[src/rtl/z80bs_pkg.sv]
// shared types and opcode constants for the z80 branch and stack unit
// used by every module of the block; depends on nothing
`default_nettype none

package z80bs_pkg;

  // opcode groups selected by the low three opcode bits
  localparam logic [2:0] GRP_RET_CC  = 3'd0;
  localparam logic [2:0] GRP_POP_MSC = 3'd1;
  localparam logic [2:0] GRP_JP_CC   = 3'd2;
  localparam logic [2:0] GRP_JP_MSC  = 3'd3;
  localparam logic [2:0] GRP_CALL_CC = 3'd4;
  localparam logic [2:0] GRP_PUSH    = 3'd5;
  localparam logic [2:0] GRP_ALU_IMM = 3'd6;
  localparam logic [2:0] GRP_RST     = 3'd7;

  // single opcodes
  localparam logic [7:0] OP_JP       = 8'hC3;
  localparam logic [7:0] OP_RET      = 8'hC9;
  localparam logic [7:0] OP_CALL     = 8'hCD;
  localparam logic [7:0] OP_EXX      = 8'hD9;
  localparam logic [7:0] OP_EX_SP_HL = 8'hE3;
  localparam logic [7:0] OP_JP_HL    = 8'hE9;
  localparam logic [7:0] OP_EX_DE_HL = 8'hEB;
  localparam logic [7:0] OP_DI       = 8'hF3;
  localparam logic [7:0] OP_LD_SP_HL = 8'hF9;
  localparam logic [7:0] OP_EI       = 8'hFB;

  // register pair selector, opcode bits 5..4
  localparam logic [1:0] RP_BC = 2'd0;
  localparam logic [1:0] RP_DE = 2'd1;
  localparam logic [1:0] RP_HL = 2'd2;
  localparam logic [1:0] RP_AF = 2'd3;

  // flag tested by a condition, opcode bits 5..4
  localparam logic [1:0] CF_ZERO   = 2'd0;
  localparam logic [1:0] CF_CARRY  = 2'd1;
  localparam logic [1:0] CF_PARITY = 2'd2;
  localparam logic [1:0] CF_SIGN   = 2'd3;

  // architectural state
  typedef struct packed {
    logic [15:0] pc;
    logic [15:0] sp;
    logic [15:0] af;
    logic [15:0] bc;
    logic [15:0] de;
    logic [15:0] hl;
    logic [15:0] bc_alt;
    logic [15:0] de_alt;
    logic [15:0] hl_alt;
    logic        iff1;
    logic        iff2;
  } cpu_state_t;

  // one result item, last field in the lowest bits
  typedef struct packed {
    logic        unhandled;
    logic        taken;
    logic [4:0]  tstates;
    logic [15:0] write_data;
    logic [15:0] write_addr;
    logic        write_enable;
    logic [15:0] next_sp;
    logic [15:0] next_pc;
  } exec_result_t;

endpackage

`default_nettype wire

[src/rtl/z80_branch_stack_unit_core.sv]
// top level of the z80 branch and stack unit: input register, execute, result register
// depends on z80bs_pkg, z80bs_regfile and z80bs_exec
`default_nettype none

// Executes one Z80 control-transfer or stack opcode (0xC0..0xFF) per item and
// returns the next PC and SP, an optional 16-bit stack write, the T-state
// count and the taken and unhandled flags. Items pass an input register,
// combinational decode and execute against the internal register file, and a
// result register; with the output side ready one item is accepted every
// cycle. The register file is
// updated as each item executes, so items are applied strictly in order.
// Opcodes below 0xC0, the immediate ALU, IN, OUT and prefix bytes come back
// flagged unhandled with no state change. Reset clears the register file and the valid flags.

module z80_branch_stack_unit_core (
  input  wire logic        clk,
  input  wire logic        rst_n,
  // input channel
  input  wire logic        in_tvalid,
  output logic             in_tready,
  input  wire logic [31:0] in_tdata,   // imm_word[15:0], stack_word[31:16]
  input  wire logic [7:0]  in_tuser,   // kind[7:0]
  // result channel
  output logic             out_tvalid,
  input  wire logic        out_tready,
  // next_pc[15:0], next_sp[31:16], write_enable[32], write_addr[48:33],
  // write_data[64:49], tstates[69:65], taken[70], unhandled[71]
  output logic [71:0]      out_tdata
);

  logic        in_valid_r;
  logic [7:0]  in_kind_r;
  logic [15:0] in_imm_r;
  logic [15:0] in_stk_r;
  logic        out_valid_r;
  logic        advance;

  z80bs_pkg::cpu_state_t   state;
  z80bs_pkg::cpu_state_t   state_nxt;
  z80bs_pkg::exec_result_t res;
  z80bs_pkg::exec_result_t out_data_r;

  // an item moves to the result register when that register is free or draining
  assign advance   = in_valid_r && (!out_valid_r || out_tready);
  assign in_tready = !in_valid_r || advance;

  // input register
  always_ff @(posedge clk) begin
    if (!rst_n) begin
      in_valid_r <= 1'b0;
    end else if (in_tready) begin
      in_valid_r <= in_tvalid;
    end
  end

  always_ff @(posedge clk) begin
    if (in_tready && in_tvalid) begin
      in_kind_r <= in_tuser;
      in_imm_r  <= in_tdata[15:0];
      in_stk_r  <= in_tdata[31:16];
    end
  end

  // register file
  z80bs_regfile u_regfile (
    .clk       (clk),
    .rst_n     (rst_n),
    .upd_en    (advance),
    .state_nxt (state_nxt),
    .state     (state)
  );

  // execute
  z80bs_exec u_exec (
    .op        (in_kind_r),
    .imm       (in_imm_r),
    .stk       (in_stk_r),
    .state     (state),
    .state_nxt (state_nxt),
    .res       (res)
  );

  // result register
  always_ff @(posedge clk) begin
    if (!rst_n) begin
      out_valid_r <= 1'b0;
    end else if (advance) begin
      out_valid_r <= 1'b1;
    end else if (out_tready) begin
      out_valid_r <= 1'b0;
    end
  end

  always_ff @(posedge clk) begin
    if (advance) begin
      out_data_r <= res;
    end
  end

  assign out_tvalid = out_valid_r;
  assign out_tdata  = out_data_r;

endmodule

`default_nettype wire

[src/rtl/z80bs_regfile.sv]
// architectural register file: pc, sp, pairs, shadow pairs, interrupt flags
// depends on z80bs_pkg
`default_nettype none

module z80bs_regfile (
  input  wire logic                  clk,
  input  wire logic                  rst_n,
  input  wire logic                  upd_en,
  input  wire z80bs_pkg::cpu_state_t state_nxt,
  output z80bs_pkg::cpu_state_t      state
);

  z80bs_pkg::cpu_state_t state_r;

  // commit the new state when an item executes
  always_ff @(posedge clk) begin
    if (!rst_n) begin
      state_r <= '0;
    end else if (upd_en) begin
      state_r <= state_nxt;
    end
  end

  assign state = state_r;

endmodule

`default_nettype wire

[src/rtl/z80bs_exec.sv]
// instruction decode and execute for opcodes 0xc0..0xff, purely combinational
// depends on z80bs_pkg
`default_nettype none

module z80bs_exec (
  input  wire logic [7:0]            op,
  input  wire logic [15:0]           imm,
  input  wire logic [15:0]           stk,
  input  wire z80bs_pkg::cpu_state_t state,
  output z80bs_pkg::cpu_state_t      state_nxt,
  output z80bs_pkg::exec_result_t    res
);

  logic [15:0] pc1;
  logic [15:0] pc3;
  logic [15:0] sp_inc;
  logic [15:0] sp_dec;
  logic [1:0]  rp;
  logic        flag_bit;
  logic        cond;
  logic        unh;
  z80bs_pkg::cpu_state_t  s_nxt;
  z80bs_pkg::exec_result_t r;

  assign pc1    = state.pc + 16'd1;
  assign pc3    = state.pc + 16'd3;
  assign sp_inc = state.sp + 16'd2;
  assign sp_dec = state.sp - 16'd2;
  assign rp     = op[5:4];

  // condition code: bits 5..4 pick the flag, bit 3 the polarity
  always_comb begin
    case (op[5:4])
      z80bs_pkg::CF_ZERO:   flag_bit = state.af[6];
      z80bs_pkg::CF_CARRY:  flag_bit = state.af[0];
      z80bs_pkg::CF_PARITY: flag_bit = state.af[2];
      z80bs_pkg::CF_SIGN:   flag_bit = state.af[7];
      default:              flag_bit = 1'b0;
    endcase
    cond = op[3] ? flag_bit : !flag_bit;
  end

  // main decode
  always_comb begin
    s_nxt   = state;
    r       = '0;
    r.next_pc = pc1;
    r.next_sp = state.sp;
    unh     = 1'b0;
    if (op[7:6] != 2'b11) begin
      unh = 1'b1;
    end else begin
      case (op[2:0])
        z80bs_pkg::GRP_RET_CC: begin
          if (cond) begin
            r.next_pc = stk;
            r.next_sp = sp_inc;
            r.tstates = 5'd11;
            r.taken   = 1'b1;
          end else begin
            r.tstates = 5'd5;
          end
        end
        z80bs_pkg::GRP_POP_MSC: begin
          if (!op[3]) begin
            case (rp)
              z80bs_pkg::RP_BC: s_nxt.bc = stk;
              z80bs_pkg::RP_DE: s_nxt.de = stk;
              z80bs_pkg::RP_HL: s_nxt.hl = stk;
              default:          s_nxt.af = stk;
            endcase
            r.next_sp = sp_inc;
            r.tstates = 5'd10;
          end else if (op == z80bs_pkg::OP_RET) begin
            r.next_pc = stk;
            r.next_sp = sp_inc;
            r.tstates = 5'd10;
          end else if (op == z80bs_pkg::OP_EXX) begin
            s_nxt.bc     = state.bc_alt;
            s_nxt.de     = state.de_alt;
            s_nxt.hl     = state.hl_alt;
            s_nxt.bc_alt = state.bc;
            s_nxt.de_alt = state.de;
            s_nxt.hl_alt = state.hl;
            r.tstates    = 5'd4;
          end else if (op == z80bs_pkg::OP_JP_HL) begin
            r.next_pc = state.hl;
            r.tstates = 5'd4;
          end else begin
            // ld sp,hl
            r.next_sp = state.hl;
            r.tstates = 5'd6;
          end
        end
        z80bs_pkg::GRP_JP_CC: begin
          r.next_pc = cond ? imm : pc3;
          r.taken   = cond;
          r.tstates = 5'd10;
        end
        z80bs_pkg::GRP_JP_MSC: begin
          if (op == z80bs_pkg::OP_JP) begin
            r.next_pc = imm;
            r.tstates = 5'd10;
          end else if (op == z80bs_pkg::OP_EX_SP_HL) begin
            r.write_enable = 1'b1;
            r.write_addr   = state.sp;
            r.write_data   = state.hl;
            s_nxt.hl       = stk;
            r.tstates      = 5'd19;
          end else if (op == z80bs_pkg::OP_EX_DE_HL) begin
            s_nxt.de  = state.hl;
            s_nxt.hl  = state.de;
            r.tstates = 5'd4;
          end else if (op == z80bs_pkg::OP_DI) begin
            s_nxt.iff1 = 1'b0;
            s_nxt.iff2 = 1'b0;
            r.tstates  = 5'd4;
          end else if (op == z80bs_pkg::OP_EI) begin
            s_nxt.iff1 = 1'b1;
            s_nxt.iff2 = 1'b1;
            r.tstates  = 5'd4;
          end else begin
            // out (n),a, in a,(n) and the cb prefix
            unh = 1'b1;
          end
        end
        z80bs_pkg::GRP_CALL_CC: begin
          if (cond) begin
            r.next_sp      = sp_dec;
            r.write_enable = 1'b1;
            r.write_addr   = sp_dec;
            r.write_data   = pc3;
            r.next_pc      = imm;
            r.tstates      = 5'd17;
            r.taken        = 1'b1;
          end else begin
            r.next_pc = pc3;
            r.tstates = 5'd10;
          end
        end
        z80bs_pkg::GRP_PUSH: begin
          if (!op[3]) begin
            r.next_sp      = sp_dec;
            r.write_enable = 1'b1;
            r.write_addr   = sp_dec;
            case (rp)
              z80bs_pkg::RP_BC: r.write_data = state.bc;
              z80bs_pkg::RP_DE: r.write_data = state.de;
              z80bs_pkg::RP_HL: r.write_data = state.hl;
              default:          r.write_data = state.af;
            endcase
            r.tstates = 5'd11;
          end else if (op == z80bs_pkg::OP_CALL) begin
            r.next_sp      = sp_dec;
            r.write_enable = 1'b1;
            r.write_addr   = sp_dec;
            r.write_data   = pc3;
            r.next_pc      = imm;
            r.tstates      = 5'd17;
          end else begin
            // prefix bytes
            unh = 1'b1;
          end
        end
        z80bs_pkg::GRP_ALU_IMM: begin
          unh = 1'b1;
        end
        default: begin
          // rst n: target is opcode bits 5..3 times eight
          r.next_sp      = sp_dec;
          r.write_enable = 1'b1;
          r.write_addr   = sp_dec;
          r.write_data   = pc1;
          r.next_pc      = {10'd0, op[5:3], 3'd0};
          r.tstates      = 5'd11;
        end
      endcase
    end

    // unhandled opcodes leave all state alone and report it unchanged
    if (unh) begin
      s_nxt       = state;
      r           = '0;
      r.next_pc   = state.pc;
      r.next_sp   = state.sp;
      r.unhandled = 1'b1;
    end else begin
      s_nxt.pc = r.next_pc;
      s_nxt.sp = r.next_sp;
    end
  end

  assign state_nxt = s_nxt;
  assign res       = r;

endmodule

`default_nettype wire

[config.mk]
export PLATFORM = sky130hd
export DESIGN_NAME = z80_branch_stack_unit_core
export DESIGN_NICKNAME = d
export VERILOG_FILES = /design/src/rtl/z80bs_pkg.sv /design/src/rtl/z80_branch_stack_unit_core.sv /design/src/rtl/z80bs_regfile.sv /design/src/rtl/z80bs_exec.sv
export SDC_FILE = /design/constraint.sdc
export NUM_CORES = 1
export LEC_CHECK = 0
export BUFFER_PORTS_ARGS = -buffer_cell sky130_fd_sc_hd__clkbuf_2
export CORE_UTILIZATION = 45
export DETAILED_ROUTE_END_ITERATION = 10
export GPL_TIMING_DRIVEN = 1
export HOLD_SLACK_MARGIN = 0.05
export PLACE_DENSITY_LB_ADDON = 0.1
export SLEW_MARGIN = 25
export SYNTH_ARGS = -nofsm -noshare
export SYNTH_HDL_FRONTEND = slang
export SYNTH_SLANG_ARGS = --single-unit
[constraint.sdc]
create_clock -name clk -period 13.5 [get_ports clk]
set_clock_uncertainty 0.15 [all_clocks]
set_input_delay 0 -clock clk [delete_from_list [all_inputs] [get_ports clk]]
set_output_delay 0 -clock clk [all_outputs]
set_load 0.05 [all_outputs]
==> impl_metrics.ini, run 1 <==
[logic_synthesis]
ys_seq_area_share_pct = 43.6
yosysWarnings = 0
synth_top_area_share_pct = 23.3
async_flop_share_pct = 0
synth_area_um2 = 14400
synth-main-ff-cell = dfxtp_1
synth_area_leaders = edfxtp_1, dfxtp_1, nand2_1
yosys_register_bits = 258
synthCells = 1653
syn_nets = 1703
synth.distinct_cells = 85
yosysTopAreaCell = edfxtp_1
syn_area_per_cell_um2 = 8.73
synth-edff-count = 112

[worst_setup_path]
arrival_ps = 4300
cp-end-kind = flop
crit_required_ps = 13650
cp-start-kind = flop
worstReg2RegStart = in_kind_r[5]
startpoint = in_kind_r[5]
crit_type = flop to flop
worstPathMaxFanout = 38

[floorplanning]
rows = 65
fp.dieArea_um2 = 32800
core_area_um2 = 31600
io_pins = 118
dieWidth_um = 181
dieHeight_um = 181
initial_core_util_pct = 45.7

[sta]
grt_setup_unrepaired = false
setup_viol = 0
hold_violations = 0
fin_setup_tns_ps = 0
fmax_mhz = 241
slew_viol_final = 0
tightest_slew_ps = 1070
max_slew_margin_pct = 28.5
min_period_over_period_pct = 30.8
period_needed_ps = 4160

[detailed_routing]
antenna_left = 0
drt_iter0_drc = 1887
firstDrtPassIters = 8
num_vias = 14153
vias_per_cell = 6.46
wl_mm = 54.9
drc_errors = 0
wl_per_cell_um = 25.1

[layout]
fin_area_um2 = 17100
area_delta_synth_final_pct = 18.5
n_fill_cell = 2875
diodes = 0
drive_gt1_share_pct = 14.3
layout.nets = 1817

[worst_hold_path]
min-delay-start = out_tready
hold_path_class = primary input to flop

[pwr]
p_leak_nw = 5.80
peakVddDrop_uv = 112
powerDensity_nw_per_um2 = 111

[clocking]
cts_max_path_buffers = 3
hold_buffers = 85
cts_tree = done
h-tree-depth = 1
ctsResizeCount = 0
clock_sinks = 258
clock_latency_ps = 580
numCtsBuffers = 29
cts_setup_buffers = 0
clockRootBuffer = clkbuf_16
clk_pin_slew_ps = 60

[grt]
antenna_found_initial = 1
grt_overflow = 0
grt_pass1_vias = 13019
grt_usage_pct = 33.0
grt_first_pass_wirelength_mm = 82.9
grt_max_degree = 66

[outcome]
status = completed

[job]
drv_cap = 0

[placed_design]
postPlaceCellArea_um2 = 15300
place.gp.congestion = 0.971
dp_hpwl_mm = 36.1
io_buffers = 117
## stage by stage
step	instances	util, %	total power, mW	hold slack (ps)	setup slack [ps]
finish	2192	54.2	1.89	205	9340
global route	2192	54.2	1.95	241	9230
CTS	2192	54.2	1.90	184	9530
detailed placement	2053	48.5	1.10	28.6	9530
global placement	2052	48.4	1.10	26.6	9390
floorplan	1653	-	1.02	-51.1	8370
## cells in the final DEF (no fill, tap or decap), types with 7 or more instances in the layout
cell type	count
nand2_1	240
a21oi_1	165
dfxtp_1	146
nor2_1	131
clkbuf_2	117
edfxtp_1	112
dlygate4sd3_1	85
o21ai_0	84
a211oi_1	42
buf_4	39
a31oi_1	38
mux2i_1	37
a221oi_1	37
nor3_1	36
xnor2_1	31
clkbuf_16	29
nand3_1	25
nor2b_1	22
inv_1	19
or3_1	18
mux4_2	17
nor4_1	17
a22oi_1	17
a211o_1	16
xor2_1	15
nand4_1	12
and3_1	11
nand2b_1	11
o221ai_1	11
o21a_1	10
o22ai_1	9
o31ai_1	9
and2_1	8
a221o_1	8
nand3b_1	7
a2111oi_0	7
o32ai_1	7
clkbuf_1	7
## Yosys cell counts, types with 18 or more instances
library cell / number
edfxtp_1: 112
dfxtp_1: 146
or3_1: 18
nor3_1: 38
nand2_1: 240
clkbuf_1: 133
a211oi_1: 43
a221oi_1: 37
a21oi_1: 165
nand3_1: 25
a31oi_1: 38
inv_1: 20
mux2i_1: 37
xnor2_1: 32
o21ai_0: 86
nor2_1: 132
nor2b_1: 22
## cells by family (layout without fill, tap and decap cells)
kind of cell	count (synthesis)	after routing	share of synthesized area, %
muxes	57	57	5.45
adders and majority gates	7	7	0.589
and+or+nand+nor	574	574	18.5
DFF	258	258	43.6
xor gates and xnor gates	47	47	2.85
AOI/OAI and AO/OA	528	528	24.2
buffers and inverters	182	319	4.85
## area by class of cell
type                            instances  area, um2  share of cell area [%]
Multi-Input combinational cell       1213       7530                    44.0
Sequential cell                       258       6290                    36.8
Timing Repair Buffer                  242       1760                    10.3
Clock buffer                           40        801                    4.68
Tap cell                              402        503                    2.94
Clock inverter                         14        143                   0.834
Inverter                               23       87.6                   0.512
## routing by layer
metal	wire (um)	up-vias	track usage, %
met1	23800	6838	47.0
met4	1890	0	10.4
met5	0	-	0
li1	-	6401	-
met3	5240	123	6.73
met2	23900	791	49.9
## state kept, by name (all words and copies together) (netlist names)
name             cells
in_valid_r           1
in_imm_r            16
out_tdata           72
in_stk_r            16
in_kind_r            8
u_regfile.state    144
out_tvalid           1
## critical path: stages, from the launching register on
cell	delay, ps
edfxtp_1	330
buf_4	480
mux4_2	720
xnor2_2	180
inv_1	620
nor2_1	360
a221o_1	380
o31ai_1	500
o21ai_0	160
## path summary, 6_finish.rpt
check,slack [ps],cells after the start,endpoint
setup / recovery,9340,8,out_tdata[6]
hold / removal,210,5,out_tvalid
setup reg to reg,9340,8,out_tdata[6]
hold reg to reg,310,2,u_regfile.state[34]
## power by group
part	switching [mW]	total (mW)	internal, mW
logic	0.169	0.248	0.0794
registers	0.0229	0.859	0.837
clock network	0.333	0.787	0.454
total	0.525	1.89	1.37
No activity file was read; power rests on OpenSTA's default activity.
==> run 2, diff against run 1 <==
==> constraint.sdc (replaced) <==
create_clock -name clk -period 3.33 [get_ports clk]
set_clock_uncertainty 0.15 [all_clocks]
set_input_delay 0 -clock clk [delete_from_list [all_inputs] [get_ports clk]]
set_output_delay 0 -clock clk [all_outputs]
set_load 0.05 [all_outputs]
==> run 2 against run 1 <==
  * Fmax increased by 31%
  * Global-route usage increased by 0.98 points
  * Cell area increased by 4.3%
  * Largest power group unchanged
  * Worst hold slack improved by 99 ps
  * Worst setup slack got worse by 9200 ps
  * Register-to-register slack got worse by 9200 ps
  * Critical endpoint is now out_tdata[29]
  * Sequential power increased to 4.0 times the previous value
  * Largest cell class unchanged
  * Wire length increased by 2.8%
  * First-iteration DRC count increased by 8.3%
==> impl_metrics.ini, run 2 (synthesis results as in run 1) <==
[outcome]
status = completed

[floorplanning]
initial_core_util_pct = 45.7
io_pins = 118
rows = 65
fp.dieArea_um2 = 32800
dieWidth_um = 181
dieHeight_um = 181
core_area_um2 = 31600

[sta]
max_slew_margin_pct = 51.7
setup_viol = 0
slew_viol_final = 0
fmax_mhz = 316
hold_violations = 0
finalHoldWorstSlack_ps = 305
period_needed_ps = 3160
grt_setup_unrepaired = false
min_period_over_period_pct = 95.0
tightest_slew_ps = 724

[worst_hold_path]
whs_path_depth = 2
hold_path_class = flop to flop

[detailed_routing]
antenna_left = 0
drc_errors = 0
drt_iter0_drc = 2043
wl_mm = 56.5
num_vias = 14660
vias_per_cell = 6.42
firstDrtPassIters = 6
wl_per_cell_um = 24.7

[clocking]
cts_setup_buffers = 0
clock_sinks = 258
clock_latency_ps = 560
clk_pin_slew_ps = 60
numCtsBuffers = 29
clockRootBuffer = clkbuf_16
cts_max_path_buffers = 3
h-tree-depth = 1
cts_tree = done

[grt]
grt_overflow = 0
grt_usage_pct = 34.0
grt_max_degree = 92
grt_pass1_vias = 13641
grt_first_pass_wirelength_mm = 85.6
antenna_found_initial = 0

[worst_setup_path]
cp-end-kind = flop
reg2regPathDepth = 9
crit_type = flop to flop
crit_required_ps = 3480
cp-start-kind = flop
worstPathMaxFanout = 8
r2r_slack_ps = 170
arrival_ps = 3310

[layout]
diodes = 0
final_cell_mix = nand2_1, a21oi_1, dfxtp_1, nor2_1, buf_4
layout.nets = 1908
final_common_cell = nand2_1
n_fill_cell = 2877
drive_gt1_share_pct = 18.5
largest_register_ffs = 144
area_delta_synth_final_pct = 23.6

[placed_design]
dp_hpwl_mm = 38.8
io_buffers = 117
place.gp.congestion = 0.996

[pwr]
peakVddDrop_uv = 683
finalPower_mw = 7.71
powerDensity_nw_per_um2 = 433
p_leak_nw = 6.27

[job]
drv_cap = 0
[run 2: per-layer routing]
| layer | global-route usage (%) | vias to the layer above | wire length, um |
|---|---|---|---|
| li1 | - | 6555 | - |
| met4 | 11.8 | 0 | 2000 |
| met2 | 50.9 | 824 | 24700 |
| met1 | 49.0 | 7133 | 24600 |
| met3 | 5.99 | 148 | 5190 |
| met5 | 0 | - | 0 |
[run 2: final timing paths]
| path | from | to |
|---|---|---|
| max reg2reg | in_kind_r[5] | out_tdata[29] |
| min | u_regfile.state[34] | u_regfile.state[34] |
| max | in_kind_r[5] | out_tdata[29] |
| min reg2reg | u_regfile.state[34] | u_regfile.state[34] |
[run 2: what timing repair did]
| item | 4_1_cts | 5_1_grt |
|---|---|---|
| endpoints found under the hold margin | 134 | 0 |
| endpoints found under the setup margin | 1 | 22 |
| hold buffers | 86 | 0 |
| gates resized for setup | 1 | 6 |
| pin swaps | 0 | 0 |
[run 2: power breakdown]
| group | internal, mW | switching (mW) | leakage [nW] |
|---|---|---|---|
| Clock | 1.81 | 1.32 | 0.465 |
| Sequential | 3.39 | 0.0785 | 2.28 |
| Combinational | 0.386 | 0.726 | 3.53 |
[run 2: per-stage QoR]
stage	TNS, ps	instances	instance area [um2]	util [%]	worst slack, ps
6_report	0	2282	17800	56.5	167
5_1_grt	0	2282	17800	56.5	5.56
4_1_cts	0	2282	17800	56.5	6.69
3_5_place_dp	0	2143	16000	50.8	23.2
3_3_place_gp	-36.8	2143	16000	50.8	-36.8
2_1_floorplan	0	1653	14400	-	133
[run 2: worst max-delay path, cell delays in order, from the launching register on]
cell and delay, ps:
edfxtp_1 410, mux4_2 580, xnor2_2 320, inv_1 110
buf_4 190, o21ai_0 300, buf_4 240, or3_1 110
nand4_1 120, a221o_1 380
[run 2: cell type report]
class / instances / area [um2] / area share (%)
multi-input cells: 1213 / 7530 / 42.2
flip-flops and latches: 258 / 6290 / 35.2
repair buffers: 333 / 2500 / 14.0
clock buffers: 39 / 825 / 4.62
well taps: 402 / 503 / 2.82
clock inverters: 14 / 104 / 0.582
inverters: 23 / 87.6 / 0.491
==> run 3, diff against run 2 <==
--- a/config.mk
+++ b/config.mk
@@ -7,6 +7,7 @@
 export LEC_CHECK = 0
 export BUFFER_PORTS_ARGS = -buffer_cell sky130_fd_sc_hd__clkbuf_2
 export CORE_UTILIZATION = 45
+export CTS_BUF_LIST = sky130_fd_sc_hd__clkbuf_2 sky130_fd_sc_hd__clkbuf_4 sky130_fd_sc_hd__clkbuf_8
 export DETAILED_ROUTE_END_ITERATION = 10
 export GPL_TIMING_DRIVEN = 1
 export HOLD_SLACK_MARGIN = 0.05
==> run 3 against run 2 <==
  * Register-to-register slack about the same
  * First-iteration DRC count shrank 2.8%
  * Highest routed layer unchanged
  * Count of clock-buffer cells in the layout rose by 31
  * Sequential power is essentially flat
  * Critical path type unchanged
==> impl_metrics.ini, run 3 (synthesis results as in run 1) <==
[worst_setup_path]
cp-start-kind = flop
arrival_ps = 3300
rr_endpoint = out_tdata[10]
cp_slowest_cell = mux4_2
r2r_slack_ps = 180
critPathCapture = out_tdata[10]
worstReg2RegStart = in_kind_r[5]
cp_top_family = simple AND/OR/NAND/NOR gates
cp-end-kind = flop
worstPathCellList = mux4_2 -> xnor2_2 -> buf_4 -> buf_4 -> nand2_1 -> a21oi_1 -> nor4_1 -> o21ai_0
worst-path-stages = 8
crit_type = flop to flop
reg2regPathDepth = 8
crit_required_ps = 3480
crit_path_frequent_cell = buf_4
cpPeakStageDelay_ps = 580
path_buf_inv = 2
worstPathMaxFanout = 14
startpoint = in_kind_r[5]

[detailed_routing]
drc_errors = 0
antenna_left = 0
num_vias = 14739
drt_iter0_drc = 1985
vias_per_cell = 6.38
wl_mm = 56.8
wl_per_cell_um = 24.6
firstDrtPassIters = 7

[layout]
area_delta_synth_final_pct = 24.3
n_fill_cell = 2877
drive_gt1_share_pct = 19.9
multi_input_area_um2 = 7530
regArea_um2 = 6290
layout.nets = 1924
largest_register_ffs = 144
finalNonFillerCells = 2312
diodes = 0
final_common_cell = nand2_1
final_cell_mix = nand2_1, a21oi_1, dfxtp_1, nor2_1, buf_4
finish.utilization_pct = 56.8
fin_area_um2 = 17900

[floorplanning]
fp.dieArea_um2 = 32800
initial_core_util_pct = 45.7
core_area_um2 = 31600
dieHeight_um = 181
rows = 65
dieWidth_um = 181
io_pins = 118

[pwr]
peakVddDrop_uv = 349
p_leak_nw = 6.34
finalPower_mw = 7.83
powerDensity_nw_per_um2 = 437

[grt]
grt_usage_pct = 34.3
grt_overflow = 0
grtUsageMet3_pct = 6.33
top_usage_layer = met2
grt_pass1_vias = 13820
grt_max_degree = 92
grt_util_met2_pct = 51.7
antenna_found_initial = 1
grt_util_met1_pct = 48.7
grt_first_pass_wirelength_mm = 86.1

[sta]
max_slew_margin_pct = 48.7
setup_viol = 0
hold_violations = 0
min_period_over_period_pct = 94.7
fmax_mhz = 317
grt_setup_unrepaired = false
period_needed_ps = 3150
tightest_slew_ps = 769
slew_viol_final = 0
finalHoldWorstSlack_ps = 305

[worst_hold_path]
hold_path_class = flop to flop

[outcome]
status = completed

[clocking]
clockRootBuffer = clkbuf_8
h-tree-depth = 2
numCtsBuffers = 45
cts_tree = done
clock_latency_ps = 580
cts_max_path_buffers = 3
clock_sinks = 258
cts_setup_buffers = 0
clk_pin_slew_ps = 60

[placed_design]
place_inst = 2143
postPlaceCellArea_um2 = 16000
place.gp.congestion = 0.996
io_buffers = 117
dp_hpwl_mm = 38.8

[job]
drv_cap = 0
==> run 3: stage by stage <==
stage          setup TNS (ps)  setup slack [ps]
2_1_floorplan               0               133
3_3_place_gp            -36.8             -36.8
3_5_place_dp                0              23.2
4_1_cts                     0              16.7
5_1_grt                     0              34.3
6_report                    0               175
==> run 3: layer usage <==
layer	up-vias	share of wire, %
met2	802	43
met1	7181	43
met3	151	9.7
li1	6605	-
met5	-	0
met4	0	3.8
==> run 3: where the power goes <==
group	switching, mW	internal (mW)	total, mW
sequential	0.0791	3.39	3.47
combinational	0.729	0.387	1.12
clock	1.36	1.89	3.25
==> run 3: how the worst min path moves through the flow <==
| stage | startpoint | to | depth (start not counted) |
|---|---|---|---|
| after floorplan | in_tdata[0] | in_imm_r[0] | 0 |
| after global placement | in_tdata[5] | in_imm_r[5] | 1 |
| after detailed placement | in_tdata[18] | in_stk_r[2] | 1 |
| after CTS | out_tready | out_tvalid | 6 |
| after global routing | u_regfile.state[45] | u_regfile.state[45] | 2 |
| final | u_regfile.state[32] | u_regfile.state[32] | 2 |
==> run 3: timing repair <==
item | in CTS | in global routing
hold buffers | 86 | 0
setup endpoints to repair | 0 | 23
hold endpoints to repair | 134 | 0
resized for setup | 0 | 8
==> run 3: layout make-up <==
class / count / share of cell area [%]
clock inverters: 13 / 0.691
repair buffers: 333 / 13.9
clock buffers: 70 / 5.02
multi-input cells: 1213 / 42.0
well taps: 402 / 2.80
inverters: 23 / 0.488
flip-flops and latches: 258 / 35.1
==> run 3: tightest hold or removal path, stage by stage (launching register included) <==
cell	delay [ps]
dfxtp_1	310
nand2_1	50
a21oi_1	50
